`config.mk`:
```
export PLATFORM = sky130hd
export DESIGN_NAME = ogr_cordic
export DESIGN_NICKNAME = d
export VERILOG_FILES = /design/src/rtl/ogr_pkg.sv /design/src/rtl/ogr_cordic.sv
export SDC_FILE = /design/constraint.sdc
export NUM_CORES = 1
export LEC_CHECK = 0
export BUFFER_PORTS_ARGS = -buffer_cell sky130_fd_sc_hd__buf_2
export CAP_MARGIN = 20
export CORE_AREA = 2 2 208 210
export CTS_CLUSTER_SIZE = 24
export DETAILED_ROUTE_END_ITERATION = 8
export DIE_AREA = 0 0 210 212
export MAX_ROUTING_LAYER = met4
export SETUP_SLACK_MARGIN = 0.05
export SLEW_MARGIN = 20
export SYNTH_ARGS = -nofsm -noshare
export SYNTH_HDL_FRONTEND = slang
export SYNTH_SLANG_ARGS = --single-unit
export TNS_END_PERCENT = 20
```
`constraint.sdc`:
```
create_clock -name clk_i -period 12.6 [get_ports clk_i]
set_input_delay 0.63 -clock clk_i [delete_from_list [all_inputs] [get_ports clk_i]]
set_output_delay 0.63 -clock clk_i [all_outputs]
set_load 0.02 [all_outputs]
```
`src/rtl/ogr_pkg.sv`:
```
package ogr_pkg;

  localparam int GridSideDef    = 256;
  localparam int MaxRayStepsDef = 1024;

  localparam int CfgW     = 16;
  localparam int CfgIdxW  = 3;
  localparam int ValW     = 7;
  localparam int PoseW    = 24;
  localparam int AngW     = 16;
  localparam int RangeW   = 20;
  localparam int QueryW   = 8;

  // CORDIC datapath
  localparam int TrigW    = 18;
  localparam int CordW    = 34;
  localparam int ZW       = 18;
  localparam int Iters    = 16;
  localparam logic signed [CordW-1:0] CordicK = 34'sd652032874;

  localparam logic [15:0] InvCellRst   = 16'd1024;
  localparam logic [15:0] CellSizeRst  = 16'd1024;
  localparam logic [15:0] RayStepRst   = 16'd410;
  localparam logic [6:0]  MissDecRst   = 7'd2;
  localparam logic [6:0]  HitIncRst    = 7'd5;
  localparam logic [6:0]  CellMaxRst   = 7'd100;

  typedef enum logic [CfgIdxW-1:0] {
    CFG_INV_CELL  = 3'd0,
    CFG_CELL_SIZE = 3'd1,
    CFG_RAY_STEP  = 3'd2,
    CFG_MISS_DEC  = 3'd3,
    CFG_HIT_INC   = 3'd4,
    CFG_CELL_MAX  = 3'd5
  } cfg_idx_e;

  typedef enum logic [3:0] {
    ST_CLEAR,
    ST_IDLE,
    ST_QADDR,
    ST_QDATA,
    ST_PX,
    ST_PY,
    ST_TRIG,
    ST_CHECK,
    ST_DC,
    ST_LO,
    ST_HI,
    ST_ACC,
    ST_RND,
    ST_ADDR,
    ST_MOD
  } state_e;

  typedef struct packed {
    logic                    done;
    logic signed [TrigW-1:0] cos_v;
    logic signed [TrigW-1:0] sin_v;
  } trig_t;

  // atan(2^-i) in binary angle units
  function automatic logic [13:0] atan_lut(input logic [3:0] i);
    logic [13:0] r;
    case (i)
      4'd0:    r = 14'd8192;
      4'd1:    r = 14'd4836;
      4'd2:    r = 14'd2555;
      4'd3:    r = 14'd1297;
      4'd4:    r = 14'd651;
      4'd5:    r = 14'd326;
      4'd6:    r = 14'd163;
      4'd7:    r = 14'd81;
      4'd8:    r = 14'd41;
      4'd9:    r = 14'd20;
      4'd10:   r = 14'd10;
      4'd11:   r = 14'd5;
      4'd12:   r = 14'd3;
      4'd13:   r = 14'd1;
      4'd14:   r = 14'd1;
      default: r = 14'd0;
    endcase
    return r;
  endfunction

endpackage

```
`src/rtl/ogr_cordic.sv`:
```
module ogr_cordic (
  input  logic                clk_i,
  input  logic                rst_ni,
  input  logic                start_i,
  input  logic [15:0]         angle_i,
  output ogr_pkg::trig_t      trig_o
);

  localparam int CordW = ogr_pkg::CordW;
  localparam int ZW    = ogr_pkg::ZW;
  localparam int TrigW = ogr_pkg::TrigW;

  logic                    run_q, fin_q, done_q, neg_q;
  logic [3:0]              it_q;
  logic signed [CordW-1:0] x_q, y_q, x_d, y_d, xs, ys;
  logic signed [ZW-1:0]    z_q, z_d, z0;
  logic signed [ZW-1:0]    at;
  logic                    neg0;
  logic signed [TrigW-1:0] cos_q, sin_q, xr, yr;

  // round half away from zero, drop 14 bits
  function automatic logic signed [TrigW-1:0] rnd14(input logic signed [CordW-1:0] v);
    logic [CordW-1:0] m;
    logic [CordW-1:0] s;
    logic signed [TrigW-1:0] r;
    m = v[CordW-1] ? CordW'(-v) : CordW'(v);
    s = m + CordW'(8192);
    r = $signed({1'b0, s[30:14]});
    return v[CordW-1] ? -r : r;
  endfunction

  // fold into the right half plane
  always_comb begin
    z0   = ZW'($signed(angle_i));
    neg0 = 1'b0;
    if (z0 > ZW'(16384)) begin
      z0   = z0 - ZW'(32768);
      neg0 = 1'b1;
    end else if (z0 < -ZW'(16384)) begin
      z0   = z0 + ZW'(32768);
      neg0 = 1'b1;
    end
  end

  // shared shifter: one micro-rotation per cycle
  always_comb begin
    xs = x_q >>> it_q;
    ys = y_q >>> it_q;
    at = $signed({4'b0, ogr_pkg::atan_lut(it_q)});
    if (!z_q[ZW-1]) begin
      x_d = x_q - ys;
      y_d = y_q + xs;
      z_d = z_q - at;
    end else begin
      x_d = x_q + ys;
      y_d = y_q - xs;
      z_d = z_q + at;
    end
    xr = rnd14(x_q);
    yr = rnd14(y_q);
  end

  always_ff @(posedge clk_i or negedge rst_ni) begin
    if (!rst_ni) begin
      run_q  <= 1'b0;
      fin_q  <= 1'b0;
      done_q <= 1'b0;
      it_q   <= '0;
    end else if (start_i) begin
      run_q  <= 1'b1;
      fin_q  <= 1'b0;
      done_q <= 1'b0;
      it_q   <= '0;
    end else if (run_q) begin
      it_q <= it_q + 4'd1;
      if (it_q == 4'(ogr_pkg::Iters - 1)) begin
        run_q <= 1'b0;
        fin_q <= 1'b1;
      end
    end else if (fin_q) begin
      fin_q  <= 1'b0;
      done_q <= 1'b1;
    end
  end

  always_ff @(posedge clk_i) begin
    if (start_i) begin
      x_q   <= ogr_pkg::CordicK;
      y_q   <= '0;
      z_q   <= z0;
      neg_q <= neg0;
    end else if (run_q) begin
      x_q <= x_d;
      y_q <= y_d;
      z_q <= z_d;
    end else if (fin_q) begin
      cos_q <= neg_q ? -xr : xr;
      sin_q <= neg_q ? -yr : yr;
    end
  end

  assign trig_o = '{done: done_q, cos_v: cos_q, sin_v: sin_q};

endmodule

```
# Word level (Yosys, flattened, before mapping)
# Memories as Yosys holds them, arrays and structs flattened.
# Index checks and enable logic that the tools add are counted.
# totals
regBits,130
mem_bits_ro,224
input_bits,19
output_inout_bits,37
wordCells,66
memories,1
# classes
n_addsub,17
n_lt_le_gt_ge,2
n_eq_ne,3
n_shift,2
muxes,25
bitwise,2
n_reduce_logical,4
# memory_table
memory,words,word_bits,rd,rd_ports_with_merged_regs,write_ports,line,rtl
(no name shown),16,14,1,0,0,ogr_pkg.sv:64,case (i)
# ops
cell,n
2-to-1 mux 18 bit,9
adder 34 bit,2
2-to-1 mux 34 bit,2
>>> shifter 34 x 4 -> 34 bit,2
subtractor 34 bit,2
"adder 31 x 14 -> 31 bit, second input constant",2
2-to-1 mux 31 bit,2
negation 31 bit,2
negation 17 -> 18 bit,2
negation 18 bit,2
"adder 16 x 17 -> 18 bit, second input constant",1
adder 18 x 15 -> 18 bit,1
"subtractor 16 x 17 -> 18 bit, second input constant",1
subtractor 18 x 15 -> 18 bit,1
"> comparator 16 bit, second input constant",1
"< comparator 16 x 15 -> 1 bit, second input constant",1
2-to-1 mux 1 bit,10
2-to-1 mux 4 bit,2
"adder 4 x 1 -> 4 bit, second input constant",1
"equality test 4 bit, second input constant",1
nonzero test 2 bit,2
"!= test 3 x 2 -> 1 bit, second input constant",1
AND reduction 3 bit,1
"!= test 2 bit, second input constant",1
2 further kinds,3

# Longest topological paths before layout
# depth
ltp_word,7
mapped_depth,26
mapped_depth_nobuf,23

# Least setup slack after synthesis
# No wires, ideal clock.
# synth_path
kind,reg2reg
startpoint,register y_q[33]
endpoint,register sin_q[17] (data pin)
setup_ns,0.262
t_arrival_ns,6.227
t_required_ns,12.338
setup_slack_ns,6.112
stages_incl_launch_ff,26
n_path_buf,8
period_less_slack_ns,6.488
path_cell_list,dfxtp_1 > clkbuf_1 > clkbuf_1 > clkbuf_1 > buf_1 > clkbuf_1 > buf_1 > clkbuf_1 > clkbuf_1 > o21ai_0 > xnor2_1 > ha_1 > nor2b_1 > or2_2 > xor2_1 > ha_1 > a2111o_1 > a21oi_1 > a21oi_1 > xnor2_1 > or2_2 > or2_2 > or2_1 > or4b_1 > o31ai_2 > xnor2_1
# synth_between
elab_chain_len,6
# synth_rtl
item,line,rtl
from (decl),ogr_cordic.sv:15,"logic signed [CordW-1:0] x_q, y_q, x_d, y_d, xs, ys;"
from (signal assigned),ogr_cordic.sv:94,y_q <= y_d;
2-to-1 mux 31 bit,ogr_cordic.sv:26,m = v[CordW-1] ? CordW'(-v) : CordW'(v);
adder 31 x 14 -> 31 bit,ogr_cordic.sv:27,s = m + CordW'(8192);
negation 17 -> 18 bit,ogr_cordic.sv:29,return v[CordW-1] ? -r : r;
2-to-1 mux 18 bit (*),ogr_cordic.sv:29,
negation 18 bit,ogr_cordic.sv:98,sin_q <= neg_q ? -yr : yr;
2-to-1 mux 18 bit (*),ogr_cordic.sv:98,
to (signal assigned),ogr_cordic.sv:98,
to (decl),ogr_cordic.sv:19,"logic signed [TrigW-1:0] cos_q, sin_q, xr, yr;"
# Every way passes the cells marked *; elsewhere a longest branch is shown, timed or not.
# A chain may end at the register's enable or synchronous reset.

# Worst setup path after layout
# layout_path
startpoint,register it_q[0]
endpoint,register x_q[30]
# layout_between
elab_chain_len,3
word_cells_on_any_way,4
cone_classes,add/sub (2); shift (1); mux (1)
# layout_rtl
item,line,rtl
from (decl),ogr_cordic.sv:14,logic [3:0] it_q;
from (signal assigned),ogr_cordic.sv:75,it_q <= it_q + 4'd1;
>>> shifter 34 x 4 -> 34 bit (*),ogr_cordic.sv:48,ys = y_q >>> it_q;
subtractor 34 bit / adder 34 bit (equally long branches),"ogr_cordic.sv:51, ogr_cordic.sv:55",
2-to-1 mux 34 bit (*),ogr_cordic.sv:50,if (!z_q[ZW-1]) begin
to (signal assigned),ogr_cordic.sv:88,x_q <= ogr_pkg::CordicK;
to (decl),ogr_cordic.sv:15,
# Marks and branches as above.

==> metrics.yaml <==
die:
  die-area_sq_mm: 0.04452
  core-area_sq_mm: 0.04251
  chipWidth_microns: 210
  ioPinCount: 56
  start_util: 0.4217
  placement_rows: 76
  die-height_microns: 212
finish:
  drive_above_1_share: 0.1283
  layout.filler_cells: 4150
  antenna_cells_inserted: 0
  post_layout_nonfiller_instances: 2713
  p_r_area_growth_vs_syn_pct: 6.751
  post-route-util: 0.4501
  design.final.nets: 2274
timing:
  fin_skew_ps: 17.70
  fin_setup_tns_ps: 0
  fmax_ghz: 0.1344
  final_max_slew_viol_count: 0
  fin_crit_sh: 0.5903
  max_slew_margin: 0.2989
  worst_pin_slew_ps: 1051
  grt_setup_unrepaired: "false"
  final.min_clock_period_ps: 7438
  setup_violations: 0
  hold_viol_final: 0
synth:
  cell_taking_the_most_area_after_synthesis: "sky130_fd_sc_hd__edfxtp_1"
  yosys.cell_types.count: 111
  netlist_area_before_placement_sq_mm: 0.01792
  syn-mean-instance-area_sq_um: 8.147
  synth_ff_type: "sky130_fd_sc_hd__dfxtp_1"
  synthesis.yosys.warnings: 0
  number_of_standard_cells_after_synthesis: 2200
  synth_common_cells: "sky130_fd_sc_hd__nand2_1, sky130_fd_sc_hd__nor2_1, sky130_fd_sc_hd__xnor2_1"
  synth.yosys.seq_area_share: 0.1779
  synth_top_cell_area_share: 0.09215
  ys_top_cells_by_area: "sky130_fd_sc_hd__edfxtp_1, sky130_fd_sc_hd__mux4_2, sky130_fd_sc_hd__xnor2_1"
  async_reset_ff_frac: 0.05385
  ff_latch_count_synth: 130
  post_synth_edffs: 55
  synthMostInstantiatedCell: "sky130_fd_sc_hd__nand2_1"
  synth_nets: 2320
grt:
  grt_max_degree: 78
  antenna_found_initial: 0
  grt.total_usage: 0.2348
  grt_pass1_wl_microns: 81500
  grt_remaining_overflow: 0
  number_of_global_route_vias_before_repair: 15076
worst_setup_path:
  timing.critical_path.fanout_max: 51
  worst_ep_required_time_ps: 12930
  worst-endpoint-arrival_ps: 7770
  setup.worst_path.start_class: "flop"
  crit_type: "flop to flop"
  endpoint_kind: "flop"
clock_tree:
  clk_sink_count: 130
  post_cts_resize_count: 0
  cts_buffers: 17
  clockBufferDepth: 2
  clkTransAtPathRegs_ps: 60
  htreeDepth: 4
  cts_tree: "yes"
  clock_latency_ps: 490
  clockRootBuffer: "sky130_fd_sc_hd__clkbuf_16"
worst_hold_path:
  hold_path_class: "input pin to flop"
drt:
  per_cell_routed_wire_length_microns: 18.47
  drc: 0
  drtIter0Drc: 1242
  wirelength_microns: 50110
  antenna_violating_nets_post_route: 0
  drt_pre_antenna_iters: 7
  vias: 16366
  routed_via_density: 6.032
placement:
  place.gp.congestion: 0.8895
  io_buffers: 55
  dp.final_hpwl_microns: 36800
  place.detailed.instances: 2678
job:
  drv_cap: 0
status:
  run_status: "completed"
## per-layer routing
layer,vias up,wire [microns],share of wire,global-route usage
li1,8012,-,-,-
met1,7820,23630,0.47,0.3157
met2,482,22680,0.45,0.3625
met3,52,3111,0.062,0.04668
met4,0,687,0.014,0.05967
met5,-,0,0,-
## layout by cell type, fill, tap and decap left out, types with 15 or more instances in the layout
master | Yosys | layout
sky130_fd_sc_hd__nor2b_1 | 31 | 31
sky130_fd_sc_hd__nand4_1 | 17 | 17
sky130_fd_sc_hd__a21o_1 | 41 | 41
sky130_fd_sc_hd__mux4_2 | 71 | 71
sky130_fd_sc_hd__buf_2 | 12 | 55
sky130_fd_sc_hd__ha_1 | 98 | 98
sky130_fd_sc_hd__a21oi_1 | 151 | 151
sky130_fd_sc_hd__edfxtp_1 | 55 | 55
sky130_fd_sc_hd__nand3_1 | 46 | 46
sky130_fd_sc_hd__a211oi_1 | 20 | 20
sky130_fd_sc_hd__nand2b_1 | 24 | 24
sky130_fd_sc_hd__o21a_1 | 24 | 24
sky130_fd_sc_hd__nor2_1 | 187 | 184
sky130_fd_sc_hd__inv_1 | 63 | 63
sky130_fd_sc_hd__nand2_1 | 208 | 208
sky130_fd_sc_hd__xor2_1 | 92 | 92
sky130_fd_sc_hd__and3_1 | 27 | 27
sky130_fd_sc_hd__o21ai_0 | 140 | 140
sky130_fd_sc_hd__xnor2_1 | 156 | 156
sky130_fd_sc_hd__a31oi_1 | 30 | 30
sky130_fd_sc_hd__dfxtp_1 | 68 | 66
sky130_fd_sc_hd__clkbuf_16 | 0 | 17
sky130_fd_sc_hd__buf_4 | 2 | 15
sky130_fd_sc_hd__nor3_1 | 42 | 42
sky130_fd_sc_hd__and2_1 | 33 | 33
sky130_fd_sc_hd__or3_1 | 18 | 18
sky130_fd_sc_hd__mux2_2 | 34 | 34
sky130_fd_sc_hd__mux2i_1 | 75 | 75
## final timing paths
check / start / endpoint / cells after the start / slack (ps)
setup / recovery: it_q[0] / x_q[30] / 21 / 5160
hold / removal: angle_i[8] / z_q[8] / 3 / 440
setup reg to reg: it_q[0] / x_q[30] / 21 / 5160
hold reg to reg: done_q / done_q / 1 / 480
max in group asynchronous: rst_ni / it_q[0] / 2 / 11750
min in group asynchronous: rst_ni / done_q / 2 / 570
## sequential cells by signal (all words and copies together) (netlist names)
register / count
cos_q: 18
fin_q: 1
y_q: 34
neg_q: 1
done_q: 1
it_q: 4
sin_q: 18
z_q: 18
run_q: 1
x_q: 34
## layout make-up
| class | count | area [sq um] | share of cell area |
|---|---|---|---|
| Sequential cell | 130 | 3199 | 0.1672 |
| Clock inverter | 12 | 130.1 | 0.006801 |
| Timing Repair Buffer | 73 | 440.4 | 0.02302 |
| Tap cell | 546 | 683.2 | 0.03570 |
| Multi-Input combinational cell | 1865 | 13960 | 0.7297 |
| Inverter | 67 | 251.5 | 0.01314 |
| Clock buffer | 20 | 466.7 | 0.02439 |
## logic make-up after synthesis
group                    count (synthesis)  share of synthesized area
flip-flops                             130                     0.1779
AO/OA/AOI/OAI                          600                     0.2224
XOR/XNOR                               253                     0.1257
AND/OR/NAND/NOR                        731                     0.2056
adder cells (fa/ha/maj)                101                    0.07176
buffers and inverters                  205                    0.04419
multiplexers                           180                     0.1525
## per-stage QoR
stage / setup slack, ps / cell area, sq um / hold WS, ps
6_report: 5162 / 19130 / 436.0
5_1_grt: 4643 / 19130 / 437.4
4_1_cts: 5102 / 19080 / 400.9
3_5_place_dp: 5184 / 18480 / 470.3
3_3_place_gp: 5334 / 18480 / 458.6
2_1_floorplan: 6112 / 17920 / 334.4
## timing repair
action	4_1_cts	5_1_grt
buffers inserted	0	0
endpoints found under the hold margin	4	0
hold buffers	1	0
## critical path, stage by stage, from the launching register on
cell and delay (ps):
sky130_fd_sc_hd__dfrtp_4 670, sky130_fd_sc_hd__buf_4 750, sky130_fd_sc_hd__mux4_2 610, sky130_fd_sc_hd__mux2_2 290, sky130_fd_sc_hd__mux2i_1 320, sky130_fd_sc_hd__ha_1 270
sky130_fd_sc_hd__o311ai_1 250, sky130_fd_sc_hd__inv_1 190, sky130_fd_sc_hd__a21oi_1 90, sky130_fd_sc_hd__xnor2_1 170, sky130_fd_sc_hd__ha_1 380, sky130_fd_sc_hd__a21o_1 220
sky130_fd_sc_hd__a2111oi_0 640, sky130_fd_sc_hd__nor3b_1 160, sky130_fd_sc_hd__o41ai_1 410, sky130_fd_sc_hd__a21boi_0 210, sky130_fd_sc_hd__o41ai_1 670, sky130_fd_sc_hd__a21oi_1 230
sky130_fd_sc_hd__a211o_1 310, sky130_fd_sc_hd__a21oi_1 170, sky130_fd_sc_hd__xor2_1 160, sky130_fd_sc_hd__o21ai_0 90
Power is not shown: default switching activity piles up to over one toggle a cycle in this logic, so the estimate is an artifact.
